[config.mk]
export PLATFORM = sky130hd
export DESIGN_NAME = double_ended_queue
export DESIGN_NICKNAME = d
export VERILOG_FILES = /design/src/hw/rtl/deq_pkg.sv /design/src/hw/rtl/deq_front.sv /design/src/hw/rtl/deq_back.sv /design/src/hw/rtl/double_ended_queue.sv
export SDC_FILE = /design/constraint.sdc
export NUM_CORES = 2
export LEC_CHECK = 0
export BUFFER_PORTS_ARGS = -buffer_cell sky130_fd_sc_hd__buf_2
export CORE_ASPECT_RATIO = 0.7
export CORE_MARGIN = 4
export CORE_UTILIZATION = 59
export CTS_CLUSTER_SIZE = 20
export DETAILED_ROUTE_END_ITERATION = 16
export PLACE_DENSITY = 0.76
export SLEW_MARGIN = 5
export SYNTH_ARGS = -nofsm -noshare
export SYNTH_HDL_FRONTEND = slang
export SYNTH_SLANG_ARGS = --single-unit
[constraint.sdc]
create_clock -name clk -period 6 [get_ports clk]
set_input_delay 0.9 -clock clk [delete_from_list [all_inputs] [get_ports clk]]
set_output_delay 0.9 -clock clk [all_outputs]
set_load 0.005 [all_outputs]
[src/hw/rtl/deq_pkg.sv]
// Shared types and constants for the double-ended queue.
`default_nettype none
package deq_pkg;

	// Storage depth; the 7-bit count and capacity fields bound it.
	localparam int DEPTH  = 64;

	localparam int DATA_W = 32;
	localparam int CNT_W  = 7;
	localparam int OP_W   = 3;
	localparam int ST_W   = 2;

	localparam logic [CNT_W-1:0] CAP_RESET = 7'd64;

	typedef enum logic [OP_W-1:0] {
		OP_PUSH_FRONT = 3'd0,
		OP_PUSH_REAR  = 3'd1,
		OP_POP_FRONT  = 3'd2,
		OP_POP_REAR   = 3'd3,
		OP_PEEK_FRONT = 3'd4,
		OP_PEEK_REAR  = 3'd5
	} op_e;

	typedef enum logic [ST_W-1:0] {
		ST_OK        = 2'd0,
		ST_OVERFLOW  = 2'd1,
		ST_UNDERFLOW = 2'd2
	} status_e;

	typedef enum logic [1:0] {
		KIND_NOP  = 2'd0,
		KIND_PUSH = 2'd1,
		KIND_POP  = 2'd2,
		KIND_PEEK = 2'd3
	} kind_e;

	// Classified command handed from the front to the back.
	typedef struct packed {
		kind_e                    kind;
		logic                     at_rear;
		logic signed [DATA_W-1:0] value;
	} cmd_t;

	// One result item.
	typedef struct packed {
		logic                     is_full;
		logic                     is_empty;
		logic [CNT_W-1:0]         entry_count;
		status_e                  status;
		logic signed [DATA_W-1:0] read_value;
	} result_t;

endpackage
`default_nettype wire

[src/hw/rtl/deq_front.sv]
// Front end: accepts input items, classifies the opcode and queues commands.
`default_nettype none
module deq_front (
	input  wire logic                          clk,
	input  wire logic                          arst_n,
	input  wire logic                          in_valid,
	output logic                               in_ready,
	input  wire logic [deq_pkg::OP_W-1:0]      in_opcode,
	input  wire logic signed [deq_pkg::DATA_W-1:0] in_value,
	output logic                               cmd_valid,
	input  wire logic                          cmd_ready,
	output deq_pkg::cmd_t                      cmd
);
	import deq_pkg::*;

	cmd_t       fifo_q [2];
	logic       wr_ptr_q;
	logic       rd_ptr_q;
	logic [1:0] fill_q;
	cmd_t       decoded;
	logic       push_en;
	logic       pop_en;

	// Classify the opcode into kind and end.
	always_comb begin
		decoded.value   = in_value;
		decoded.kind    = KIND_NOP;
		decoded.at_rear = 1'b0;
		unique case (in_opcode)
			OP_PUSH_FRONT: begin
				decoded.kind = KIND_PUSH;
			end
			OP_PUSH_REAR: begin
				decoded.kind    = KIND_PUSH;
				decoded.at_rear = 1'b1;
			end
			OP_POP_FRONT: begin
				decoded.kind = KIND_POP;
			end
			OP_POP_REAR: begin
				decoded.kind    = KIND_POP;
				decoded.at_rear = 1'b1;
			end
			OP_PEEK_FRONT: begin
				decoded.kind = KIND_PEEK;
			end
			OP_PEEK_REAR: begin
				decoded.kind    = KIND_PEEK;
				decoded.at_rear = 1'b1;
			end
			default: begin
				decoded.kind = KIND_NOP;
			end
		endcase
	end

	assign in_ready  = (fill_q != 2'd2);
	assign cmd_valid = (fill_q != 2'd0);
	assign cmd       = fifo_q[rd_ptr_q];
	assign push_en   = in_valid && in_ready;
	assign pop_en    = cmd_valid && cmd_ready;

	always_ff @(posedge clk) begin
		if (push_en) begin
			fifo_q[wr_ptr_q] <= decoded;
		end
	end

	always_ff @(posedge clk or negedge arst_n) begin
		if (!arst_n) begin
			wr_ptr_q <= 1'b0;
			rd_ptr_q <= 1'b0;
			fill_q   <= 2'd0;
		end else begin
			if (push_en) begin
				wr_ptr_q <= ~wr_ptr_q;
			end
			if (pop_en) begin
				rd_ptr_q <= ~rd_ptr_q;
			end
			if (push_en && !pop_en) begin
				fill_q <= fill_q + 2'd1;
			end else if (pop_en && !push_en) begin
				fill_q <= fill_q - 2'd1;
			end
		end
	end

endmodule
`default_nettype wire

[src/hw/rtl/deq_back.sv]
// Back end: circular buffer storage, head and count update, result registers.
`default_nettype none
module deq_back (
	input  wire logic                     clk,
	input  wire logic                     arst_n,
	input  wire logic [deq_pkg::CNT_W-1:0] cfg_capacity,
	input  wire logic                     cmd_valid,
	output logic                          cmd_ready,
	input  wire deq_pkg::cmd_t            cmd,
	output logic                          res_valid,
	input  wire logic                     res_ready,
	output deq_pkg::result_t              res
);
	import deq_pkg::*;

	localparam int AW = (DEPTH > 1) ? $clog2(DEPTH) : 1;
	localparam int SW = ((AW > CNT_W) ? AW : CNT_W) + 1;
	localparam logic [AW-1:0] LAST = AW'(DEPTH - 1);

	logic signed [DATA_W-1:0] mem [DEPTH];

	logic [AW-1:0]    head_q;
	logic [CNT_W-1:0] cnt_q;

	logic                     valid_s1;
	logic                     rd_en_s1;
	logic signed [DATA_W-1:0] rdata_s1;
	status_e                  status_s1;
	logic [CNT_W-1:0]         cnt_s1;
	logic                     empty_s1;
	logic                     full_s1;

	logic    out_valid_q;
	result_t out_q;

	logic [CNT_W-1:0] eff_cap;
	logic [SW-1:0]    tail_sum;
	logic [AW-1:0]    tail;
	logic [AW-1:0]    rear;
	logic [AW-1:0]    head_dec;
	logic [AW-1:0]    head_inc;
	logic             full_now;
	logic             empty_now;
	logic             issue;
	logic             adv_s1;
	logic             do_write;
	logic             do_read;
	logic [AW-1:0]    waddr;
	logic [AW-1:0]    raddr;
	logic [AW-1:0]    head_d;
	logic [CNT_W-1:0] cnt_d;
	status_e          st_d;

	// Capacity saturates at the storage depth.
	assign eff_cap = (32'(cfg_capacity) > DEPTH) ? CNT_W'(DEPTH) : cfg_capacity;

	assign tail_sum  = SW'(head_q) + SW'(cnt_q);
	assign tail      = (tail_sum >= SW'(DEPTH)) ? AW'(tail_sum - SW'(DEPTH)) : AW'(tail_sum);
	assign rear      = (tail == '0) ? LAST : tail - AW'(1);
	assign head_dec  = (head_q == '0) ? LAST : head_q - AW'(1);
	assign head_inc  = (head_q == LAST) ? '0 : head_q + AW'(1);
	assign full_now  = (cnt_q >= eff_cap);
	assign empty_now = (cnt_q == '0);

	assign adv_s1    = valid_s1 && (!out_valid_q || res_ready);
	assign cmd_ready = !valid_s1 || adv_s1;
	assign issue     = cmd_valid && cmd_ready;

	always_comb begin
		do_write = 1'b0;
		do_read  = 1'b0;
		waddr    = tail;
		raddr    = head_q;
		head_d   = head_q;
		cnt_d    = cnt_q;
		st_d     = ST_OK;
		unique case (cmd.kind)
			KIND_PUSH: begin
				if (full_now) begin
					st_d = ST_OVERFLOW;
				end else begin
					do_write = 1'b1;
					cnt_d    = cnt_q + CNT_W'(1);
					if (!cmd.at_rear) begin
						waddr  = head_dec;
						head_d = head_dec;
					end
				end
			end
			KIND_POP: begin
				if (empty_now) begin
					st_d = ST_UNDERFLOW;
				end else begin
					do_read = 1'b1;
					cnt_d   = cnt_q - CNT_W'(1);
					if (cmd.at_rear) begin
						raddr = rear;
					end else begin
						head_d = head_inc;
					end
				end
			end
			KIND_PEEK: begin
				if (empty_now) begin
					st_d = ST_UNDERFLOW;
				end else begin
					do_read = 1'b1;
					if (cmd.at_rear) begin
						raddr = rear;
					end
				end
			end
			KIND_NOP: begin
			end
		endcase
	end

	// Storage: one write port, one registered read port.
	always_ff @(posedge clk) begin
		if (issue && do_write) begin
			mem[waddr] <= cmd.value;
		end
		if (issue && do_read) begin
			rdata_s1 <= mem[raddr];
		end
	end

	always_ff @(posedge clk) begin
		if (issue) begin
			rd_en_s1  <= do_read;
			status_s1 <= st_d;
			cnt_s1    <= cnt_d;
			empty_s1  <= (cnt_d == '0);
			full_s1   <= (cnt_d >= eff_cap);
		end
		if (adv_s1) begin
			out_q.read_value  <= rd_en_s1 ? rdata_s1 : '0;
			out_q.status      <= status_s1;
			out_q.entry_count <= cnt_s1;
			out_q.is_empty    <= empty_s1;
			out_q.is_full     <= full_s1;
		end
	end

	always_ff @(posedge clk or negedge arst_n) begin
		if (!arst_n) begin
			head_q      <= '0;
			cnt_q       <= '0;
			valid_s1    <= 1'b0;
			out_valid_q <= 1'b0;
		end else begin
			if (issue) begin
				head_q <= head_d;
				cnt_q  <= cnt_d;
			end
			if (issue) begin
				valid_s1 <= 1'b1;
			end else if (adv_s1) begin
				valid_s1 <= 1'b0;
			end
			if (adv_s1) begin
				out_valid_q <= 1'b1;
			end else if (res_ready) begin
				out_valid_q <= 1'b0;
			end
		end
	end

	assign res_valid = out_valid_q;
	assign res       = out_q;

endmodule
`default_nettype wire

[src/hw/rtl/double_ended_queue.sv]
// Top level of the double-ended queue: stream ports, APB capacity register.
//
// Input stream (s_axis): one item per operation. tuser carries the opcode
// (push front/rear, pop front/rear, peek front/rear), tdata the word to push.
// Output stream (m_axis): exactly one item per input item, in order. tdata
// carries the word read, the entry count, and the empty and full flags;
// tuser carries the status (ok, overflow, underflow).
// APB port: one register at byte address 0, the capacity (7 bits, saturates
// at DEPTH). Write it only while no item is in flight.
// Each item passes the command queue, the result stage and the output register.
// Throughput: one item per cycle while the receiver keeps up; the back end
// updates the storage for an item as it issues, and its read data is registered.
// Reset: empty queue, head at zero, capacity 64; storage is not cleared and
// needs no clearing pass.
// Stall: a two-entry command queue parts input from execution, and a result
// stage plus the output register hold results; when the receiver stalls, the
// back end stops and the command queue fills, then s_axis_tready drops.
`default_nettype none
module double_ended_queue (
	input  wire logic        clk,
	input  wire logic        arst_n,
	// Input stream
	input  wire logic        s_axis_tvalid,
	output logic             s_axis_tready,
	input  wire logic [31:0] s_axis_tdata,  // [31:0] push_value
	input  wire logic [2:0]  s_axis_tuser,  // [2:0] opcode
	// Output stream
	output logic             m_axis_tvalid,
	input  wire logic        m_axis_tready,
	output logic [47:0]      m_axis_tdata,  // [31:0] read_value, [38:32] entry_count,
	                                        // [39] is_empty, [40] is_full, rest zero
	output logic [1:0]       m_axis_tuser,  // [1:0] status
	// Configuration
	input  wire logic        psel,
	input  wire logic        penable,
	input  wire logic        pwrite,
	input  wire logic [2:0]  paddr,
	input  wire logic [31:0] pwdata,
	output logic [31:0]      prdata,
	output logic             pready
);
	import deq_pkg::*;

	logic [CNT_W-1:0] capacity_q;
	logic             cmd_valid;
	logic             cmd_ready;
	cmd_t             cmd;
	logic             res_valid;
	result_t          res;
	logic             reg_sel;

	// Register index is the word address; only index zero exists.
	assign reg_sel = (paddr[2] == 1'b0);
	assign pready  = 1'b1;
	assign prdata  = reg_sel ? {{(32 - CNT_W){1'b0}}, capacity_q} : 32'd0;

	// Latch capacity on the access phase of a write.
	always_ff @(posedge clk or negedge arst_n) begin
		if (!arst_n) begin
			capacity_q <= CAP_RESET;
		end else if (psel && penable && pwrite && pready && reg_sel) begin
			capacity_q <= pwdata[CNT_W-1:0];
		end
	end

	// Accept and classify.
	deq_front u_front (
		.clk       (clk),
		.arst_n    (arst_n),
		.in_valid  (s_axis_tvalid),
		.in_ready  (s_axis_tready),
		.in_opcode (s_axis_tuser),
		.in_value  (s_axis_tdata),
		.cmd_valid (cmd_valid),
		.cmd_ready (cmd_ready),
		.cmd       (cmd)
	);

	// Execute against the circular buffer.
	deq_back u_back (
		.clk          (clk),
		.arst_n       (arst_n),
		.cfg_capacity (capacity_q),
		.cmd_valid    (cmd_valid),
		.cmd_ready    (cmd_ready),
		.cmd          (cmd),
		.res_valid    (res_valid),
		.res_ready    (m_axis_tready),
		.res          (res)
	);

	// Pack the result, lowest field first, padded to whole bytes.
	assign m_axis_tvalid = res_valid;
	assign m_axis_tdata  = {7'd0, res.is_full, res.is_empty, res.entry_count, res.read_value};
	assign m_axis_tuser  = res.status;

endmodule
`default_nettype wire

Word level (Yosys, flattened, before mapping)
Memories as Yosys holds them, arrays and structs flattened. A register that Yosys moved wholly into a read port is not among the register bits.
Index checks and enable logic that the tools add are counted.
{"block": "op_classes", "n_lt_le_gt_ge": 4, "n_reduce_logical": 32, "mux": 39, "n_addsub": 9, "n_bitwise": 3, "n_eq_ne": 14}
{"cell": "$mux 6", "count": 14}
{"cell": "$mux 7", "count": 4}
{"cell": "$sub 6x1->6 const B", "count": 3}
{"cell": "$ge 7x7->1", "count": 2}
{"cell": "$logic_not 7->1", "count": 2}
{"cell": "$mux 1", "count": 14}
{"cell": "$pmux 7 s2", "count": 1}
{"cell": "$logic_not 6->1", "count": 2}
{"cell": "$pmux 6 s2", "count": 1}
{"cell": "$logic_and 1x1->1", "count": 10}
{"cell": "$ne 2x2->1 const B", "count": 5}
{"cell": "$reduce_bool 2->1", "count": 5}
{"cell": "$add 6x7->8", "count": 1}
{"cell": "$ge 8x7->1 const B", "count": 1}
{"cell": "$reduce_or 2->1", "count": 4}
{"cell": "$add 7x1->7 const B", "count": 1}
{"cell": "$gt 7x7->1 const B", "count": 1}
{"cell": "$sub 7x1->7 const B", "count": 1}
{"cell": "$add 6x1->6 const B", "count": 1}
{"cell": "$eq 3x2->1 const B", "count": 2}
{"cell": "$eq 3x3->1 const B", "count": 2}
{"cell": "$eq 6x6->1 const B", "count": 1}
{"cell": "$mux 2", "count": 3}
{"cell": "$pmux 2 s3", "count": 1}
{"cell": "12 further kinds", "count": 19}
{"block": "totals", "out_inout_bits": 85, "elab_cells": 121, "inputBits": 77, "mem_count": 2, "ramBits": 2118, "regBits": 81}
{"name": "u_back.mem", "depth": 64, "width": 32, "rd": 1, "rd_ports_with_merged_regs": 1, "wr": 1, "line": "deq_back.sv:20", "text": "logic signed [DATA_W-1:0] mem [DEPTH];"}
{"name": "u_front.fifo_q", "depth": 2, "width": 35, "rd": 1, "rd_ports_with_merged_regs": 0, "wr": 1, "line": "deq_front.sv:16", "text": "cmd_t fifo_q [2];"}

Longest topological paths before layout
{"block": "depth", "word_depth": 8, "depth_mapped": 21, "depth_no_buf": 17}

Modules after synthesis
A second synthesis with hierarchy kept.
{"block": "hier_totals", "cells_unflattened": 6271, "hier_area_um2": 91719.2}
{"mod": "deq_back", "area_each_um2": 88233.4, "cells_per_inst": 6084, "seq_area_each_um2": 64486.8, "instances": 1}
{"mod": "deq_front", "area_each_um2": 2890.3, "cells_per_inst": 130, "seq_area_each_um2": 2202.1, "instances": 1}
{"mod": "double_ended_queue", "area_each_um2": 595.6, "cells_per_inst": 57, "seq_area_each_um2": 176.4, "instances": 1}

Worst setup path after synthesis
No wires, ideal clock.
{"block": "synth_path", "kind": "register -> register", "start": "register u_front.rd_ptr_q", "end": "memory u_back.mem[34][0] (enable)", "path_slack_ns": 1.262, "path_stages_with_launch": 13, "path_buffers": 4, "synth_period_minus_slack_ns": 4.738, "t_required_ns": 5.579, "setup_time_ns": 0.421, "t_arrival_ns": 4.317, "path_cell_list": "dfrtp_1 > buf_2 > buf_1 > mux2i_1 > ha_1 > inv_1 > a2111o_1 > clkbuf_1 > clkbuf_1 > o31ai_1 > nor4b_1 > nand2_1 > nor2_1"}
{"block": "synth_via", "elab_chain_len": 6, "elab_cells_between_ends": 9, "cone_classes": "1 x eq/ne; 6 x mux; 1 x reduce/logical; 1 x memory"}
{"item": "from (decl)", "line": "deq_front.sv:18", "text": "logic rd_ptr_q;"}
{"item": "from (signal assigned)", "line": "deq_front.sv:79", "text": "rd_ptr_q <= ~rd_ptr_q;"}
{"item": "$mem_v2 2x35 (*)"}
{"item": "$eq 2x1->1", "line": "deq_back.sv:77", "text": "unique case (cmd.kind)"}
{"item": "$mux 1", "line": "deq_back.sv:77"}
{"item": "$logic_and 1x1->1", "line": "deq_back.sv:120", "text": "if (issue && do_write) begin"}
{"item": "$mux 1", "line": "deq_back.sv:120"}
{"item": "$mux 1 (implied by the code)", "line": "deq_back.sv:121", "text": "mem[waddr] <= cmd.value;"}
{"item": "to (decl)", "line": "deq_back.sv:20"}
Every way passes the cells marked *; elsewhere a longest branch is shown, timed or not.

Worst setup path in the final report
{"block": "layout_path", "start": "register u_back.cnt_q[0]", "end": "register u_back.rdata_s1[1], read port of u_back.mem, data pin"}
{"block": "layout_via", "elab_chain_len": 8, "elab_cells_between_ends": 14, "cone_classes": "3 x add/sub; 1 x order compare; 7 x mux; 3 x reduce/logical"}
{"item": "from (decl)", "line": "deq_back.sv:23", "text": "logic [CNT_W-1:0] cnt_q;"}
{"item": "from (signal assigned)", "line": "deq_back.sv:154", "text": "cnt_q <= cnt_d;"}
{"item": "$add 6x7->8", "line": "deq_back.sv:57", "text": "assign tail_sum = SW'(head_q) + SW'(cnt_q);"}
{"item": "$ge 8x7->1 or $sub 6x1->6 (tied branches)", "line": "deq_back.sv:58", "text": "assign tail = (tail_sum >= SW'(DEPTH)) ? AW'(tail_sum - SW'(DEPTH)) : AW'(tail_sum);"}
{"item": "$mux 6", "line": "deq_back.sv:58"}
{"item": "$sub 6x1->6 or $logic_not 6->1 (tied branches)", "line": "deq_back.sv:59", "text": "assign rear = (tail == '0) ? LAST : tail - AW'(1);"}
{"item": "$mux 6", "line": "deq_back.sv:59"}
{"item": "$mux 6", "line": "deq_back.sv:96, deq_back.sv:108"}
{"item": "$mux 6", "line": "deq_back.sv:104", "text": "if (empty_now) begin"}
{"item": "$mux 6"}
{"item": "to (decl)", "line": "deq_back.sv:27", "text": "logic signed [DATA_W-1:0] rdata_s1;"}
Parallel ways exist; a longest one is shown, timed or not.
A chain may end at the register's enable or synchronous reset.

==> results.txt <==
----------------------------------------------------
[Synth]
  Multiplexer area fraction after synthesis ... 0.0843
  Synthesized area ... 0.0879 mm2
  Synth top area share ... 0.753
  Compound-gate portion of the synthesized area ... 0.0683
  #FFs+latches synth ... 2,231
  Number of warnings printed during yosys synthesis ... 0
  Post-synthesis sequential area ratio ... 0.761
  Adder-cell share of the synthesized area ... 0.00461
  Number of cells produced by synthesis ... 5,225
  Number of flops mapped to enable cells by yosys ... 2,205
  Main combinational cell family by area after synthesis ... multiplexers
  Post-synth cell types ... 89
  Async set or reset register ratio after synthesis ... 0.0117
  Share of synthesized cell area in and, or, nand and nor gates ... 0.0599
  Synth Area per Inst ... 16.8 um2
  Synth area leaders ... sky130_fd_sc_hd__edfxtp_1, sky130_fd_sc_hd__mux4_2, sky130_fd_sc_hd__nand2_1, sky130_fd_sc_hd__mux2i_1, sky130_fd_sc_hd__a21oi_1
  Commonest register cell after synthesis ... sky130_fd_sc_hd__edfxtp_1
  Xor/xnor cell area share of the yosys netlist ... 0.00110
  Library cell occupying the most area in the post-synthesis netlist ... sky130_fd_sc_hd__edfxtp_1

[Power]
  Power density over the cells ... 595 mW/mm2
  Standby leakage power ... 32.1 nW
  IR Drop Worst-Case VDD ... 0.000582 V

[Clocking]
  Clock insertion delay at the later pin of the skew report ... 0.83 ns
  Clock Sink Count ... 2,231
  Gates resized, CTS repair ... 0
  Hold-fix buffer count after cts ... 0
  CTS clk-pin slew, worst paths ... 0.07 ns
  TritonCTS clock tree ... yes
  Number of H-tree levels ... 4
  Number of clock buffers inserted by TritonCTS ... 191
  Root buffer cell ... sky130_fd_sc_hd__clkbuf_16
  Post-CTS setup buffer count ... 0
  Buffers from clock root to sink, at most ... 3

[Drt]
  Residual antenna-violating net count after detailed routing ... 0
  Routed length per placed instance ... 32.9 um
  DRC violation total after the first TritonRoute iteration ... 10.2k
  Routed vias/inst ... 6.93
  Drt first pass iters ... 8
  Remaining DRCs ... 0
  Vias ... 52.5k
  WL final ... 249 mm

[Setup path]
  Classification of the worst setup path ... flip-flop to flip-flop
  Critical Path Sink Type ... flip-flop
  Nature of the critical path startpoint ... flip-flop
  Worst EP arrival ... 6.13 ns
  Reg-to-reg critical path endpoint ... u_back.rdata_s1[1]$_DFFE_PP_
  Worst reg-to-reg setup slack ... 0.41 ns
  Required time of the critical path ... 6.54 ns
  Depth of the worst register-to-register path ... 12
  Highest fanout seen on the critical path ... 42
  RR Startpoint ... u_back.cnt_q[0]$_DFFE_PN0P_

[Die]
  Number of cell rows ... 118
  Starting density of the core ... 0.594
  Die Span X ... 469 um
  Core ar. ... 0.148 mm2
  Area of the die ... 0.155 mm2
  Top Ports ... 162
  Chip height ... 331 um

[Timing]
  Setup TNS Final ... 0 ns
  Number of slew-limit violations in the final report ... 0
  Hold Slack ... 0.0938 ns
  Final Skew ... 0.0263 ns
  Final setup viols ... 0
  Post-route clock period utilization ... 0.931
  Setup repair after global routing missed its margin ... false
  Hold Violations, Final ... 0
  Final critical delay including setup and external delays ... 5.59 ns
  Headroom to the max-slew limit ... 0.133
  Achievable clock frequency ... 179 MHz
  Worst-Margin Slew ... 1.30 ns

[Global routing]
  Global-route wire length before repair ... 356 mm
  Total routing resource utilization after global routing ... 0.319
  Total global routing overflow ... 0
  Maximum number of pins on one net before global-route repair ... 88
  Number of antenna violations at the first check in global routing ... 13
  Via count of the first global-routing pass ... 50.3k

[Layout]
  Fraction of final layout cells with drive strength greater than 1 ... 0.173
  Count of filler cells inserted in the layout ... 9,534
  Final layout net count ... 5,547
  Area overhead of the layout relative to synthesis ... 12.1%

[Place]
  GPL Wtd Cong ... 0.950
  I/O Buffers ... 101
  HPWL after detailed placement ... 145 mm

[Flow run]
  Max-cap violations ... 0

[Worst hold path]
  Hold crit path type ... input pin to asynchronous set/reset pin

[Outcome]
  Outcome ... finished clean

----------------------------------------------------
## worst max-delay path by stage
stage | from | slack, ns | cells after the start | end
after detailed placement | u_back.cnt_q[0]$_DFFE_PN0P_ | 0.57 | 12 | u_back.rdata_s1[12]$_DFFE_PP_
after global placement | u_back.cnt_q[0]$_DFFE_PN0P_ | 0.61 | 14 | u_back.rdata_s1[21]$_DFFE_PP_
after CTS | u_back.cnt_q[0]$_DFFE_PN0P_ | 0.44 | 12 | u_back.rdata_s1[12]$_DFFE_PP_
final | u_back.cnt_q[0]$_DFFE_PN0P_ | 0.41 | 12 | u_back.rdata_s1[1]$_DFFE_PP_
after floorplan | u_front.rd_ptr_q$_DFFE_PN0P_ | 1.26 | 12 | u_back.mem[34][0]$_DFFE_PP_
after global routing | u_back.cnt_q[0]$_DFFE_PN0P_ | 0.16 | 13 | u_back.rdata_s1[25]$_DFFE_PP_
## layout make-up
cell class	instances	area (um2)	area share
Multi-Input combinational cell	2652	20000	0.203
Antenna cell	1	2.50	0.0000254
Timing Repair Buffer	336	3080	0.0313
Clock inverter	115	996	0.0101
Sequential cell	2231	66900	0.679
Tap cell	1980	2480	0.0251
Clock buffer	231	5060	0.0513
Inverter	27	101	0.00103
## power breakdown
group          internal (W)  leakage, nW  switching, W
logic               0.00822         8.94        0.0179
registers            0.0200         20.2      0.000367
clock network       0.00664         2.95       0.00552
total                0.0349         32.1        0.0238
## cell usage after synthesis, types with 31 or more instances
cell	count
sky130_fd_sc_hd__mux4_2	209
sky130_fd_sc_hd__and2_1	42
sky130_fd_sc_hd__buf_1	31
sky130_fd_sc_hd__nor2_1	121
sky130_fd_sc_hd__mux2i_1	198
sky130_fd_sc_hd__o21ai_0	113
sky130_fd_sc_hd__edfxtp_1	2205
sky130_fd_sc_hd__and3_1	43
sky130_fd_sc_hd__o211ai_1	61
sky130_fd_sc_hd__o21ai_1	37
sky130_fd_sc_hd__a221o_1	32
sky130_fd_sc_hd__a21oi_1	332
sky130_fd_sc_hd__clkbuf_1	154
sky130_fd_sc_hd__buf_4	62
sky130_fd_sc_hd__nand2_1	675
sky130_fd_sc_hd__nor3_1	43
sky130_fd_sc_hd__a31oi_1	60
sky130_fd_sc_hd__o22ai_1	41
sky130_fd_sc_hd__a2111oi_0	48
sky130_fd_sc_hd__nand3_1	127
sky130_fd_sc_hd__mux2_2	61
sky130_fd_sc_hd__buf_2	86
## cell usage in the layout, fill, tap and decap left out, types with 26 or more instances in the layout
cell,synthesis,final
sky130_fd_sc_hd__and2_1,42,41
sky130_fd_sc_hd__clkbuf_1,154,34
sky130_fd_sc_hd__clkbuf_16,0,197
sky130_fd_sc_hd__a221oi_1,27,27
sky130_fd_sc_hd__and3_1,43,42
sky130_fd_sc_hd__clkinv_1,1,59
sky130_fd_sc_hd__clkinv_2,0,26
sky130_fd_sc_hd__a21oi_1,332,331
sky130_fd_sc_hd__mux4_2,209,209
sky130_fd_sc_hd__buf_12,0,65
sky130_fd_sc_hd__ha_1,30,30
sky130_fd_sc_hd__inv_1,26,26
sky130_fd_sc_hd__edfxtp_1,2205,2205
sky130_fd_sc_hd__mux2i_1,198,196
sky130_fd_sc_hd__nand2_1,675,669
sky130_fd_sc_hd__o22ai_1,41,41
sky130_fd_sc_hd__a22oi_1,30,30
sky130_fd_sc_hd__buf_4,62,170
sky130_fd_sc_hd__nor2_4,0,67
sky130_fd_sc_hd__o21ai_1,37,37
sky130_fd_sc_hd__o21ai_0,113,113
sky130_fd_sc_hd__a31oi_1,60,59
sky130_fd_sc_hd__nor3_1,43,42
sky130_fd_sc_hd__mux2_2,61,54
sky130_fd_sc_hd__conb_1,2,33
sky130_fd_sc_hd__nor2_1,121,49
sky130_fd_sc_hd__o211ai_1,61,61
sky130_fd_sc_hd__a221o_1,32,32
sky130_fd_sc_hd__a2111oi_0,48,48
sky130_fd_sc_hd__nand3_1,127,127
sky130_fd_sc_hd__buf_2,86,101
## flip-flops by register name (all words and copies together), names as in the netlist
| name | cells |
|---|---|
| u_back.res_valid | 1 |
| u_back.rd_en_s1 | 1 |
| u_front.wr_ptr_q | 1 |
| u_back.full_s1 | 1 |
| u_back.rdata_s1 | 32 |
| u_back.head_q | 6 |
| u_front.fill_q | 2 |
| u_front.fifo_q | 70 |
| u_front.rd_ptr_q | 1 |
| u_back.valid_s1 | 1 |
| u_back.mem | 2048 |
| capacity_q | 7 |
| u_back.empty_s1 | 1 |
| u_back.status_s1 | 2 |
| u_back.cnt_s1 | 7 |
| u_back.cnt_q | 7 |
| u_back.res | 43 |
## stage by stage
step / instances / utilization / instance area, um2 / total power, W / setup slack [ns]
final: 7573 / 0.666 / 98500 / 0.0587 / 0.413
after global routing: 7572 / 0.666 / 98500 / 0.0605 / 0.156
after CTS: 7572 / 0.666 / 98500 / 0.0581 / 0.439
after detailed placement: 7226 / 0.625 / 92500 / 0.0460 / 0.569
after global placement: 7226 / 0.625 / 92500 / 0.0454 / 0.613
after floorplan: 5256 / - / 88000 / 0.0355 / 1.26
## cell families after synthesis
family          after synthesis
flops                      2231
simple gates               1175
compound gates              930
mux                         471
buf+inv                     373
fa+ha+maj                    32
xor+xnor                     11
other cells                   2
## layer usage
| metal | GRT usage | vias to the layer above | wire length (um) |
|---|---|---|---|
| li1 | - | 21000 | - |
| met1 | 0.478 | 26200 | 92100 |
| met2 | 0.453 | 4630 | 107000 |
| met3 | 0.0769 | 641 | 38300 |
| met4 | 0.137 | 6 | 12000 |
| met5 | 0 | - | 45 |
## worst max-delay path: stages, from the launching register on
cell	delay, ns
sky130_fd_sc_hd__dfrtp_1	0.50
sky130_fd_sc_hd__ha_1	0.29
sky130_fd_sc_hd__fa_1	0.41
sky130_fd_sc_hd__and3_1	0.18
sky130_fd_sc_hd__o21ai_0	0.40
sky130_fd_sc_hd__a221oi_4	0.19
sky130_fd_sc_hd__o211a_4	0.22
sky130_fd_sc_hd__nor2_8	0.75
sky130_fd_sc_hd__buf_12	0.35
sky130_fd_sc_hd__mux4_2	0.55
sky130_fd_sc_hd__a2111oi_0	0.98
sky130_fd_sc_hd__or3_1	0.30
sky130_fd_sc_hd__nand4_1	0.11
Note: power is estimated with default switching activity, not from simulation.
